$ cat src/rtl/fall_window_classifier_assert.svh
// Assertion macros used by the top-level file that checks this block.
`ifndef FALL_WINDOW_CLASSIFIER_ASSERT_SVH
`define FALL_WINDOW_CLASSIFIER_ASSERT_SVH

// The consequent must hold in the same cycle as the antecedent.
`define FWC_ASSERT_SAME(label, ante, cons, msg) \
  label: assert property (@(posedge clk) disable iff (rst) (ante) |-> (cons)) \
    else $error(msg);

// The consequent must hold in the cycle after the antecedent.
`define FWC_ASSERT_NEXT(label, ante, cons, msg) \
  label: assert property (@(posedge clk) disable iff (rst) (ante) |=> (cons)) \
    else $error(msg);

`endif

$ cat src/rtl/fwc_pkg.sv
`timescale 1ns / 1ps

package fwc_pkg;

  localparam int unsigned DATA_W = 16;
  localparam int unsigned COUNT_W = 12;
  localparam logic [COUNT_W-1:0] COUNT_MAX = 12'd4095;
  localparam int unsigned CFG_INDEX_W = 3;
  localparam int unsigned CONF_W = 7;
  localparam int unsigned STATE_W = 3;

  localparam int unsigned TRIPLE_W = 14;
  localparam int unsigned PROD_W = 30;
  localparam int unsigned RECIP_SHIFT = 19;
  localparam logic [15:0] RECIP_TEN = 16'd52429;
  localparam logic [COUNT_W-1:0] MIN_TAIL_LEN = 12'd3;

  localparam logic [CFG_INDEX_W-1:0] REG_FREEFALL_LEVEL = 3'd0;
  localparam logic [CFG_INDEX_W-1:0] REG_IMPACT_LEVEL = 3'd1;
  localparam logic [CFG_INDEX_W-1:0] REG_ROTATION_LEVEL = 3'd2;
  localparam logic [CFG_INDEX_W-1:0] REG_STILLNESS_SPREAD = 3'd3;
  localparam logic [CFG_INDEX_W-1:0] REG_RECOVERY_SPREAD = 3'd4;

  localparam logic [DATA_W-1:0] FREEFALL_LEVEL_RESET = 16'd1024;
  localparam logic [DATA_W-1:0] IMPACT_LEVEL_RESET = 16'd5120;
  localparam logic [DATA_W-1:0] ROTATION_LEVEL_RESET = 16'd3200;
  localparam logic [DATA_W-1:0] STILLNESS_SPREAD_RESET = 16'd256;
  localparam logic [DATA_W-1:0] RECOVERY_SPREAD_RESET = 16'd768;

  localparam logic [STATE_W-1:0] STATE_NORMAL = 3'd0;
  localparam logic [STATE_W-1:0] STATE_FREE_FALL = 3'd1;
  localparam logic [STATE_W-1:0] STATE_IMPACT = 3'd2;
  localparam logic [STATE_W-1:0] STATE_ROTATION = 3'd3;
  localparam logic [STATE_W-1:0] STATE_VERIFY = 3'd5;
  localparam logic [STATE_W-1:0] STATE_CONFIRMED = 3'd6;
  localparam logic [STATE_W-1:0] STATE_RESOLVED = 3'd7;

  localparam logic [CONF_W-1:0] CONF_NONE = 7'd0;
  localparam logic [CONF_W-1:0] CONF_LOW = 7'd25;
  localparam logic [CONF_W-1:0] CONF_MID = 7'd50;
  localparam logic [CONF_W-1:0] CONF_HIGH = 7'd65;
  localparam logic [CONF_W-1:0] CONF_TOP = 7'd85;
  localparam logic [CONF_W-1:0] FALL_CONF_MIN = 7'd40;

  typedef struct packed {
    logic load;
    logic tail_mul;
    logic tail_set;
    logic scan_step;
    logic emit;
  } fwc_cmd_t;

  typedef struct packed {
    logic scan_last;
  } fwc_status_t;

endpackage

$ cat src/rtl/fwc_ctrl.sv
`timescale 1ns / 1ps

module fwc_ctrl (
  input  logic                clk,
  input  logic                rst,
  input  logic                in_valid,
  input  logic                last_sample,
  output logic                in_ready,
  output logic                out_valid,
  input  logic                out_ready,
  input  fwc_pkg::fwc_status_t status,
  output fwc_pkg::fwc_cmd_t    cmd
);

  typedef enum logic [2:0] {
    IDLE,
    TAIL_MUL,
    TAIL_SET,
    SCAN,
    DRAIN,
    CLASSIFY
  } state_t;

  state_t state;
  state_t state_next;

  always_comb begin
    cmd = '0;
    state_next = state;
    case (state)
      IDLE: begin
        cmd.load = in_valid;
        if (in_valid && last_sample) begin
          state_next = TAIL_MUL;
        end
      end
      TAIL_MUL: begin
        cmd.tail_mul = 1'b1;
        state_next = TAIL_SET;
      end
      TAIL_SET: begin
        cmd.tail_set = 1'b1;
        state_next = SCAN;
      end
      SCAN: begin
        cmd.scan_step = 1'b1;
        if (status.scan_last) begin
          state_next = DRAIN;
        end
      end
      DRAIN: begin
        state_next = CLASSIFY;
      end
      CLASSIFY: begin
        cmd.emit = !out_valid || out_ready;
        if (!out_valid || out_ready) begin
          state_next = IDLE;
        end
      end
      default: begin
        state_next = IDLE;
      end
    endcase
  end

  assign in_ready = (state == IDLE);

  always_ff @(posedge clk) begin
    if (rst) begin
      state <= IDLE;
      out_valid <= 1'b0;
    end else begin
      state <= state_next;
      if (cmd.emit) begin
        out_valid <= 1'b1;
      end else if (out_ready) begin
        out_valid <= 1'b0;
      end
    end
  end

endmodule

$ cat src/rtl/fwc_datapath.sv
`timescale 1ns / 1ps

module fwc_datapath #(
  parameter int unsigned RING_DEPTH = 64
) (
  input  logic                                   clk,
  input  logic                                   rst,
  input  fwc_pkg::fwc_cmd_t                      cmd,
  output fwc_pkg::fwc_status_t                   status,
  input  logic                                   cfg_write,
  input  logic [fwc_pkg::CFG_INDEX_W-1:0]        cfg_index,
  input  logic [fwc_pkg::DATA_W-1:0]             cfg_data,
  input  logic [fwc_pkg::DATA_W-1:0]             accel_magnitude,
  input  logic [fwc_pkg::DATA_W-1:0]             gyro_magnitude,
  output logic                                   is_fall,
  output logic [fwc_pkg::STATE_W-1:0]            fall_state,
  output logic                                   free_fall_seen,
  output logic                                   impact_seen,
  output logic                                   rotation_seen,
  output logic                                   stillness_seen,
  output logic                                   recovered,
  output logic [fwc_pkg::CONF_W-1:0]             confidence,
  output logic                                   window_overflow
);

  localparam int unsigned PTR_W = $clog2(RING_DEPTH);
  localparam int unsigned TAIL_W = $clog2(RING_DEPTH + 1);
  localparam logic [PTR_W-1:0] PTR_LAST = PTR_W'(RING_DEPTH - 1);
  localparam logic [fwc_pkg::COUNT_W-1:0] DEPTH_COUNT = fwc_pkg::COUNT_W'(RING_DEPTH);

  logic [fwc_pkg::DATA_W-1:0] freefall_level;
  logic [fwc_pkg::DATA_W-1:0] impact_level;
  logic [fwc_pkg::DATA_W-1:0] rotation_level;
  logic [fwc_pkg::DATA_W-1:0] stillness_spread;
  logic [fwc_pkg::DATA_W-1:0] recovery_spread;

  logic [fwc_pkg::DATA_W-1:0] accel_ring [RING_DEPTH];
  logic [fwc_pkg::DATA_W-1:0] ring_q;
  logic [PTR_W-1:0] write_ptr;
  logic [PTR_W-1:0] read_ptr;
  logic [fwc_pkg::COUNT_W-1:0] sample_count;
  logic [fwc_pkg::DATA_W-1:0] accel_minimum;
  logic [fwc_pkg::DATA_W-1:0] accel_maximum;
  logic [fwc_pkg::DATA_W-1:0] gyro_maximum;

  logic [fwc_pkg::COUNT_W-2:0] tail_raw;
  logic [TAIL_W-1:0] scan_left;
  logic read_valid;
  logic overflow;
  logic [fwc_pkg::DATA_W-1:0] scan_low;
  logic [fwc_pkg::DATA_W-1:0] scan_high;

  logic [fwc_pkg::TRIPLE_W-1:0] count_triple;
  logic [fwc_pkg::PROD_W-1:0] tail_prod;
  logic [fwc_pkg::COUNT_W-1:0] tail_floor;
  logic [fwc_pkg::COUNT_W-1:0] tail_clamped;
  logic tail_overflow;

  logic [fwc_pkg::DATA_W-1:0] spread;
  logic ff;
  logic imp;
  logic rot;
  logic still;
  logic rec;
  logic [fwc_pkg::STATE_W-1:0] class_code;
  logic [fwc_pkg::CONF_W-1:0] class_conf;

  assign status.scan_last = (scan_left == TAIL_W'(1));

  // Take three tenths of the sample count: divide by ten through a reciprocal multiply, exact for this range.
  assign count_triple = fwc_pkg::TRIPLE_W'({sample_count, 1'b0})
                      + fwc_pkg::TRIPLE_W'(sample_count);
  assign tail_prod = fwc_pkg::PROD_W'(count_triple) * fwc_pkg::PROD_W'(fwc_pkg::RECIP_TEN);

  always_comb begin
    tail_floor = fwc_pkg::COUNT_W'(tail_raw);
    if (tail_floor < fwc_pkg::MIN_TAIL_LEN) begin
      tail_floor = fwc_pkg::MIN_TAIL_LEN;
    end
    tail_clamped = (tail_floor > sample_count) ? sample_count : tail_floor;
    tail_overflow = (tail_clamped > DEPTH_COUNT);
  end

  always_ff @(posedge clk) begin
    if (rst) begin
      freefall_level <= fwc_pkg::FREEFALL_LEVEL_RESET;
      impact_level <= fwc_pkg::IMPACT_LEVEL_RESET;
      rotation_level <= fwc_pkg::ROTATION_LEVEL_RESET;
      stillness_spread <= fwc_pkg::STILLNESS_SPREAD_RESET;
      recovery_spread <= fwc_pkg::RECOVERY_SPREAD_RESET;
    end else if (cfg_write) begin
      case (cfg_index)
        fwc_pkg::REG_FREEFALL_LEVEL: freefall_level <= cfg_data;
        fwc_pkg::REG_IMPACT_LEVEL: impact_level <= cfg_data;
        fwc_pkg::REG_ROTATION_LEVEL: rotation_level <= cfg_data;
        fwc_pkg::REG_STILLNESS_SPREAD: stillness_spread <= cfg_data;
        fwc_pkg::REG_RECOVERY_SPREAD: recovery_spread <= cfg_data;
        default: begin
        end
      endcase
    end
  end

  always_ff @(posedge clk) begin
    if (cmd.load) begin
      accel_ring[write_ptr] <= accel_magnitude;
    end
    if (cmd.scan_step) begin
      ring_q <= accel_ring[read_ptr];
    end
  end

  always_ff @(posedge clk) begin
    if (rst) begin
      write_ptr <= '0;
      sample_count <= '0;
      accel_minimum <= '1;
      accel_maximum <= '0;
      gyro_maximum <= '0;
      scan_left <= '0;
      read_valid <= 1'b0;
    end else begin
      read_valid <= cmd.scan_step;
      if (cmd.load) begin
        write_ptr <= (write_ptr == PTR_LAST) ? '0 : write_ptr + 1'b1;
        if (sample_count != fwc_pkg::COUNT_MAX) begin
          sample_count <= sample_count + 1'b1;
        end
        if (accel_magnitude < accel_minimum) begin
          accel_minimum <= accel_magnitude;
        end
        if (accel_magnitude > accel_maximum) begin
          accel_maximum <= accel_magnitude;
        end
        if (gyro_magnitude > gyro_maximum) begin
          gyro_maximum <= gyro_magnitude;
        end
      end
      if (cmd.tail_set) begin
        scan_left <= tail_overflow ? TAIL_W'(RING_DEPTH) : TAIL_W'(tail_clamped);
      end else if (cmd.scan_step) begin
        scan_left <= scan_left - 1'b1;
      end
      if (cmd.emit) begin
        write_ptr <= '0;
        sample_count <= '0;
        accel_minimum <= '1;
        accel_maximum <= '0;
        gyro_maximum <= '0;
      end
    end
  end

  always_ff @(posedge clk) begin
    if (cmd.tail_mul) begin
      tail_raw <= tail_prod[fwc_pkg::PROD_W-1:fwc_pkg::RECIP_SHIFT];
    end
    if (cmd.tail_set) begin
      overflow <= tail_overflow;
      read_ptr <= (write_ptr == '0) ? PTR_LAST : write_ptr - 1'b1;
      scan_low <= '1;
      scan_high <= '0;
    end else begin
      if (cmd.scan_step) begin
        read_ptr <= (read_ptr == '0) ? PTR_LAST : read_ptr - 1'b1;
      end
      if (read_valid) begin
        if (ring_q < scan_low) begin
          scan_low <= ring_q;
        end
        if (ring_q > scan_high) begin
          scan_high <= ring_q;
        end
      end
    end
  end

  always_comb begin
    spread = scan_high - scan_low;
    ff = (accel_minimum < freefall_level);
    imp = (accel_maximum > impact_level);
    rot = (gyro_maximum > rotation_level);
    still = (spread < stillness_spread);
    rec = (spread > recovery_spread) && imp;
    class_code = fwc_pkg::STATE_NORMAL;
    class_conf = fwc_pkg::CONF_NONE;
    if (rec) begin
      class_code = fwc_pkg::STATE_RESOLVED;
      still = 1'b0;
    end else if (ff && imp && rot && still) begin
      class_code = fwc_pkg::STATE_CONFIRMED;
      class_conf = fwc_pkg::CONF_TOP;
    end else if (ff && imp && rot) begin
      class_code = fwc_pkg::STATE_VERIFY;
      class_conf = fwc_pkg::CONF_HIGH;
    end else if (ff && imp) begin
      class_code = fwc_pkg::STATE_IMPACT;
      class_conf = fwc_pkg::CONF_MID;
    end else if (ff) begin
      class_code = fwc_pkg::STATE_FREE_FALL;
      class_conf = fwc_pkg::CONF_LOW;
    end else if (imp) begin
      class_code = fwc_pkg::STATE_ROTATION;
      class_conf = fwc_pkg::CONF_LOW;
    end
  end

  always_ff @(posedge clk) begin
    if (cmd.emit) begin
      is_fall <= (class_conf >= fwc_pkg::FALL_CONF_MIN);
      fall_state <= class_code;
      free_fall_seen <= ff;
      impact_seen <= imp;
      rotation_seen <= rot;
      stillness_seen <= still;
      recovered <= rec;
      confidence <= class_conf;
      window_overflow <= overflow;
    end
  end

endmodule

$ cat src/rtl/fall_window_classifier.sv
`timescale 1ns / 1ps

// Fall window classifier. Each word on the input channel is one motion sample
// (acceleration and gyro magnitude); the word flagged by last_sample closes the
// window and produces exactly one classification word on the output channel.
// Ordinary samples are taken back to back while idle. The closing sample scans
// the tail, the recent samples inspected (at most RING_DEPTH), reading one ring
// entry per cycle through the single read port to find the tail spread; input
// is held off meanwhile. A result may wait in the output register while the
// next window loads; that window's result waits until the first is taken. The
// user must write threshold registers through the plain configuration port
// while the block is idle (not enforced); indexes above four are ignored.

module fall_window_classifier #(
  parameter int unsigned RING_DEPTH = 64
) (
  input  logic                            clk,
  input  logic                            rst,
  input  logic                            cfg_write,
  input  logic [fwc_pkg::CFG_INDEX_W-1:0] cfg_index,
  input  logic [fwc_pkg::DATA_W-1:0]      cfg_data,
  input  logic                            in_valid,
  output logic                            in_ready,
  input  logic [fwc_pkg::DATA_W-1:0]      accel_magnitude,
  input  logic [fwc_pkg::DATA_W-1:0]      gyro_magnitude,
  input  logic                            last_sample,
  output logic                            out_valid,
  input  logic                            out_ready,
  output logic                            is_fall,
  output logic [fwc_pkg::STATE_W-1:0]     fall_state,
  output logic                            free_fall_seen,
  output logic                            impact_seen,
  output logic                            rotation_seen,
  output logic                            stillness_seen,
  output logic                            recovered,
  output logic [fwc_pkg::CONF_W-1:0]      confidence,
  output logic                            window_overflow
);

  fwc_pkg::fwc_cmd_t cmd;
  fwc_pkg::fwc_status_t status;

  fwc_ctrl u_ctrl (
    .clk         (clk),
    .rst         (rst),
    .in_valid    (in_valid),
    .last_sample (last_sample),
    .in_ready    (in_ready),
    .out_valid   (out_valid),
    .out_ready   (out_ready),
    .status      (status),
    .cmd         (cmd)
  );

  fwc_datapath #(
    .RING_DEPTH (RING_DEPTH)
  ) u_datapath (
    .clk             (clk),
    .rst             (rst),
    .cmd             (cmd),
    .status          (status),
    .cfg_write       (cfg_write),
    .cfg_index       (cfg_index),
    .cfg_data        (cfg_data),
    .accel_magnitude (accel_magnitude),
    .gyro_magnitude  (gyro_magnitude),
    .is_fall         (is_fall),
    .fall_state      (fall_state),
    .free_fall_seen  (free_fall_seen),
    .impact_seen     (impact_seen),
    .rotation_seen   (rotation_seen),
    .stillness_seen  (stillness_seen),
    .recovered       (recovered),
    .confidence      (confidence),
    .window_overflow (window_overflow)
  );

`include "fall_window_classifier_assert.svh"

  `FWC_ASSERT_NEXT(a_window_end_holds_input, in_valid && in_ready && last_sample, !in_ready, "input not held off after window end")
  `FWC_ASSERT_SAME(a_fall_flag_matches_conf, out_valid, is_fall == (confidence >= fwc_pkg::FALL_CONF_MIN), "is_fall disagrees with confidence")
  `FWC_ASSERT_SAME(a_resolved_fields, out_valid && (fall_state == fwc_pkg::STATE_RESOLVED), recovered && !stillness_seen && (confidence == fwc_pkg::CONF_NONE), "resolved result fields inconsistent")

endmodule
$ cat config.mk
export PLATFORM = sky130hd
export DESIGN_NAME = fall_window_classifier
export DESIGN_NICKNAME = d
export VERILOG_FILES = /design/src/rtl/fwc_pkg.sv /design/src/rtl/fwc_ctrl.sv /design/src/rtl/fwc_datapath.sv /design/src/rtl/fall_window_classifier.sv
export VERILOG_INCLUDE_DIRS = /design/src /design/src/rtl
export SDC_FILE = /design/constraint.sdc
export NUM_CORES = 2
export LEC_CHECK = 0
export BUFFER_PORTS_ARGS = -buffer_cell sky130_fd_sc_hd__buf_2
export CAP_MARGIN = 5
export CELL_PAD_IN_SITES_DETAIL_PLACEMENT = 0
export CELL_PAD_IN_SITES_GLOBAL_PLACEMENT = 1
export CORE_ASPECT_RATIO = 1.4
export CORE_MARGIN = 5
export CORE_UTILIZATION = 45
export DETAILED_ROUTE_END_ITERATION = 12
export GPL_ROUTABILITY_DRIVEN = 0
export PLACE_DENSITY_LB_ADDON = 0.3
export SLEW_MARGIN = 20
export SYNTH_ARGS = -nofsm -noshare
export SYNTH_HDL_FRONTEND = slang
export SYNTH_SLANG_ARGS = --single-unit
$ cat constraint.sdc
create_clock -name clk -period 13 [get_ports clk]
set_input_delay 1.3 -clock clk [delete_from_list [all_inputs] [get_ports clk]]
set_output_delay 1.3 -clock clk [all_outputs]
set_load 0.005 [all_outputs]
# After elaboration in Yosys (flattened, before gate mapping)
# Memory sizes are Yosys's and may differ from the RTL's. A register that Yosys moved wholly into a read port is not among the register bits.
# Index checks and enable logic that the tools add are counted.
# classes
add_sub_neg	7
reduce_logical	28
bitwise_logic	0
shifts	0
n_div	0
n_lt_le_gt_ge	14
n_eq_ne	15
multipliers	1
n_mux	34
# ops
operator	n
greater-than comparator 16 bit	6
less-than comparator 16 bit	4
two-way mux 7 bit	8
multiplier 14 x 16 -> 30 bit, second input constant	1
two-way mux 6 bit	5
AND reduction 2 bit	11
case mux 3 bit (6 select lines)	1
subtractor 16 bit	1
two-way mux 3 bit	5
adder 13 x 12 -> 14 bit	1
adder 12 x 1 -> 12 bit, second input constant	1
== test 3 x 2 -> 1 bit, second input constant	4
greater-than comparator 11 x 12 -> 1 bit	1
greater-than comparator 12 x 7 -> 1 bit, second input constant	1
zero test 6 bit	2
two-way mux 12 bit	1
inequality test 12 bit, second input constant	1
subtractor 6 x 1 -> 6 bit, second input constant	2
less-than comparator 11 x 2 -> 1 bit, second input constant	1
two-way mux 11 bit	1
two-way mux 1 bit	10
== test 3 bit, second input constant	3
== test 7 x 1 -> 1 bit, second input constant	1
>= comparator 7 x 6 -> 1 bit, second input constant	1
other kinds (16)	26
# word_totals
out_inout_bits	19
regBits	225
mem_count	1
in_bits	57
mem_bits_ro	0
mem_bits_rw	1024
latchBits	0
# mem_list
memory	words	width	read_ports	rd_ports_with_merged_regs	write_ports	line	rtl
u_datapath.accel_ring	64	16	1	1	1	fwc_datapath.sv:37	logic [fwc_pkg::DATA_W-1:0] accel_ring [RING_DEPTH];

# Logic depth before layout (Yosys ltp)
# depth
word_depth	8
mapped_depth	28

# Hierarchy
# Synthesis repeated with hierarchy kept, for this count alone.
# unflattened
cells_unflattened	3613
hier_area_um2	57069.7
# by_module_without_submodules
mod	cells_each	instances	seq_area_each_um2	area_per_inst_um2
fwc_datapath	3582	1	35974.5	56803.2
fwc_ctrl	31	1	80.1	266.5

# Least setup slack after synthesis
# No wires, ideal clock.
# synth_timing
path_type	reg-to-reg
start	reg u_datapath.sample_count[0] (netlist name)
end	reg u_datapath.tail_raw[5] (netlist name) (data pin)
slack_ns	5.950
stages_incl_launch_ff	28
required_ns	12.738
arrival_ns	6.787
synth_period_minus_slack_ns	7.050
path_cell_list	dfxtp_1 -> ha_1 -> fa_1 -> a21o_1 -> a211oi_1 -> o21ai_1 -> a31o_1 -> a21o_1 -> a21o_1 -> ha_1 -> fa_1 -> inv_1 -> fa_1 -> fa_1 -> inv_1 -> fa_1 -> inv_1 -> fa_1 -> inv_1 -> ha_1 -> nand4_1 -> nor2_1 -> a221oi_1 -> a21boi_0 -> o31a_1 -> nor4_1 -> a21oi_1 -> xor2_1
# synth_via
elab_chain_cells	2
# synth_lines
item	line	rtl
from (decl)	fwc_datapath.sv:41	logic [fwc_pkg::COUNT_W-1:0] sample_count;
from (signal assigned)	fwc_datapath.sv:127	sample_count <= sample_count + 1'b1;
adder 13 x 12 -> 14 bit	fwc_datapath.sv:72	+ fwc_pkg::TRIPLE_W'(sample_count);
multiplier 14 x 16 -> 30 bit	fwc_datapath.sv:73	assign tail_prod = fwc_pkg::PROD_W'(count_triple) * fwc_pkg::PROD_W'(fwc_pkg::RECIP_TEN);
via u_datapath.tail_prod, one bit	fwc_datapath.sv:54	logic [fwc_pkg::PROD_W-1:0] tail_prod;
to (signal assigned)	fwc_datapath.sv:156	tail_raw <= tail_prod[fwc_pkg::PROD_W-1:fwc_pkg::RECIP_SHIFT];
to (decl)	fwc_datapath.sv:46	logic [fwc_pkg::COUNT_W-2:0] tail_raw;
# The timed path passes the listed nets, and every way through them passes these cells.
# A chain may end at the register's enable or synchronous reset.

# Worst setup path after layout
# Ends and elaborated chain as after synthesis.

==> results.cfg <==
[status]
outcome = complete, no violations

[global_routing]
globalRoute.totalOverflow = 0
grt_first_pass_wirelength_mm = 204
grt_antenna_before_repair = 4
grt_start_max_net_pins = 99
global_route.usage.total = 0.206
first_global_vias = 31600

[clocking]
hold_buffers = 0
htreeDepth = 3
post_cts.repair.setup_buffers = 0
clkTransAtPathRegs_ps = 60
cts_tree = yes
numCtsBuffers = 115
clkLatencyLatePin_ps = 740
cts_resized = 0
clkSinkCount = 1264
clock_tree.buffer_depth = 3
root_buffer = sky130_fd_sc_hd__clkbuf_16

[final_layout]
layout.cells.most_common = sky130_fd_sc_hd__edfxtp_1
syn_to_final_growth_pct = 11.6
layout.filler_cells = 10500
nNetsFinal = 4173
layout_common_cells = sky130_fd_sc_hd__edfxtp_1, sky130_fd_sc_hd__ha_1, sky130_fd_sc_hd__mux4_2
drive_above_1_share = 0.180
fin_util = 0.504
insertedDiodeCount = 0

[detailed_routing]
drt-pass1-iter-count = 7
detail_route.vias_per_cell = 5.62
detail-route-antenna-nets = 0
avgRoutedWirePerCell_microns = 25.0
vias = 30900
remaining_drc_errors = 0
first_iter_violations = 2333
detail_route.wirelength_mm = 137

[die]
fp.dieArea_sq_um = 134000
ios = 76
initial_utilization = 0.452
core.rowCount = 154
placeableCoreArea_sq_um = 126000
die_width_microns = 310
die_height_microns = 430

[yosys]
synth_area_leader_cell = sky130_fd_sc_hd__edfxtp_1
synth_nets = 4020
synth.yosys.warnings = 0
synthTopCellsByArea = sky130_fd_sc_hd__edfxtp_1, sky130_fd_sc_hd__mux4_2, sky130_fd_sc_hd__ha_1, sky130_fd_sc_hd__dfxtp_1, sky130_fd_sc_hd__fa_1
synthArstFlopShare = 0
synth_edf_count = 1074
yosysTopAreaCellShare = 0.568
seq_area_frac_synth = 0.635
synthesis.instances = 3601
dominantRegCellSynth = sky130_fd_sc_hd__edfxtp_1
synth_cell_types = 72
netlist_area_sq_um = 56800
ys_ff_latch = 1264
postSynthAreaPerCell_sq_um = 15.8

[timing]
final.setup.worst_slack_ps = 5120
rsz0062_at_grt = no
hold_violations = 0
finalSetupTns_ps = 0
report.final.setup_viol = 0
timing.final.crit_period_ps = 7880
worst_slew_margin_rel = 0.284
skew_ps = 50.7
clock.fmax_ghz = 0.127
period_share = 0.606
max_slew.worst_pin.slew_ps = 1070
finalMaxSlewViolations = 0

[run]
cap_violations = 0

[critical_path]
worst-endpoint-required_ps = 13430
worst_path_largest_cell_delay_ps = 530
timing.critical_path.arrival_ps = 8320
timing.critical_path.slowest_stage_cell = sky130_fd_sc_hd__fa_1
ff2ff_setup_slack_ps = 5120
critPathTopFamily = adder cells
timing.critical_path.buf_inv = 4
worst-setup-path-type = reg -> reg
cp-start-kind = flip-flop
worstPathMaxFanout = 11
crit_top_cell = sky130_fd_sc_hd__fa_1
endpoint_kind = flip-flop

[power_and_ir_drop]
pwr_density_cell_nw_per_um2 = 159
vdd.ir_drop.worst_mv = 0.105
power.static_leakage_nw = 22.6

[min_path]
hold_class = reg -> reg

[placed_design]
port_buffers = 75
hpwlAfterDp_mm = 89.9
dp_worst_setup_slack_ps = 5140
-- state kept, by name, summed over array words and instances (netlist names), 3 cells and up --
| signal | count |
|---|---|
| u_datapath.accel_ring | 1024 |
| u_datapath.accel_maximum | 16 |
| u_datapath.accel_minimum | 16 |
| u_datapath.freefall_level | 16 |
| u_datapath.gyro_maximum | 16 |
| u_datapath.impact_level | 16 |
| u_datapath.recovery_spread | 16 |
| u_datapath.ring_q | 16 |
| u_datapath.rotation_level | 16 |
| u_datapath.scan_high | 16 |
| u_datapath.scan_low | 16 |
| u_datapath.stillness_spread | 16 |
| u_datapath.sample_count | 12 |
| u_datapath.tail_raw | 11 |
| u_datapath.scan_left | 7 |
| u_datapath.confidence | 6 |
| u_datapath.read_ptr | 6 |
| u_datapath.write_ptr | 6 |
| u_ctrl.state | 3 |
| u_datapath.fall_state | 3 |
-- cells in the mapped netlist, drive strengths merged (41+ instances only) --
| cell | instances |
|---|---|
| a21oi | 155 |
| inv | 280 |
| mux4 | 306 |
| a21o | 41 |
| dfxtp | 190 |
| ha | 307 |
| mux2i | 100 |
| nand2 | 246 |
| fa | 55 |
| o21ai | 70 |
| edfxtp | 1074 |
| buf | 71 |
| nor2 | 223 |
| clkbuf | 79 |
-- report_power, final --
part	internal (mW)	switching (mW)
Clock	1.96	1.52
Combinational	0.847	1.15
Sequential	4.51	0.0784
Total	7.32	2.74
-- per-stage QoR --
step / cell area (sq um) / hold WS (ps) / std cells / power (mW)
after floorplan: 56800 / 400 / 3601 / 6.04
after global placement: 59500 / 442 / 5275 / 6.68
after detailed placement: 59500 / 439 / 5275 / 6.70
after CTS: 63400 / 448 / 5492 / 10.2
after global routing: 63400 / 455 / 5492 / 10.5
final: 63400 / 454 / 5492 / 10.1
-- routing by layer --
| layer | vias to the layer above | routed length (microns) | part of all wire | track usage |
|---|---|---|---|---|
| met1 | 15900 | 53900 | 0.39 | 0.257 |
| met2 | 776 | 73100 | 0.53 | 0.376 |
| met4 | 2 | 4040 | 0.029 | 0.0576 |
| met3 | 171 | 6210 | 0.045 | 0.0271 |
| met5 | - | 13 | 0.000095 | 0 |
| li1 | 14000 | - | - | - |
-- cells by family (layout without fill, tap and decap cells) --
group / after synthesis / in the layout / synth area share
muxes: 416 / 416 / 0.141
adders and majority gates: 362 / 362 / 0.0870
and+or+nand+nor: 644 / 644 / 0.0500
xor gates and xnor gates: 61 / 61 / 0.00954
DFF: 1264 / 1264 / 0.635
AOI/OAI and AO/OA: 423 / 423 / 0.0474
buffers and inverters: 431 / 684 / 0.0302
-- final cells by class --
cell class / count / area [sq um] / area share
Inverter: 281 / 1050 / 0.0166
Sequential cell: 1264 / 36100 / 0.569
Timing Repair Buffer: 186 / 1250 / 0.0197
Tap cell: 1638 / 2050 / 0.0323
Multi-Input combinational cell: 1906 / 19100 / 0.301
Clock buffer: 147 / 3040 / 0.0480
Clock inverter: 70 / 848 / 0.0134
-- final timing paths --
path                                                   start                            to  depth (start not counted)
worst min-delay path            u_datapath.rotation_level[1]  u_datapath.rotation_level[1]                          2
worst min register to register  u_datapath.rotation_level[1]  u_datapath.rotation_level[1]                          2
worst max-delay path              u_datapath.sample_count[0]        u_datapath.tail_raw[5]                         27
worst max register to register    u_datapath.sample_count[0]        u_datapath.tail_raw[5]                         27
-- worst reg2reg max path, cell delays in order, from the launching register on --
cell and delay, ps:
sky130_fd_sc_hd__dfxtp_1 500, sky130_fd_sc_hd__ha_1 400, sky130_fd_sc_hd__fa_1 430, sky130_fd_sc_hd__a21o_1 190
sky130_fd_sc_hd__a211oi_1 320, sky130_fd_sc_hd__o21ai_1 130, sky130_fd_sc_hd__a31o_1 230, sky130_fd_sc_hd__a21o_1 210
sky130_fd_sc_hd__a21o_1 230, sky130_fd_sc_hd__ha_1 320, sky130_fd_sc_hd__fa_1 530, sky130_fd_sc_hd__inv_1 80
sky130_fd_sc_hd__fa_1 450, sky130_fd_sc_hd__fa_1 490, sky130_fd_sc_hd__inv_1 50, sky130_fd_sc_hd__fa_1 490
sky130_fd_sc_hd__inv_1 50, sky130_fd_sc_hd__fa_1 470, sky130_fd_sc_hd__inv_1 40, sky130_fd_sc_hd__ha_1 260
sky130_fd_sc_hd__nand4_1 130, sky130_fd_sc_hd__nor2_1 70, sky130_fd_sc_hd__a221oi_1 440, sky130_fd_sc_hd__a21boi_0 280
sky130_fd_sc_hd__o31a_1 340, sky130_fd_sc_hd__nor4_1 230, sky130_fd_sc_hd__a21oi_1 90, sky130_fd_sc_hd__xor2_1 150
Note: power is estimated with default switching activity, not from simulation.
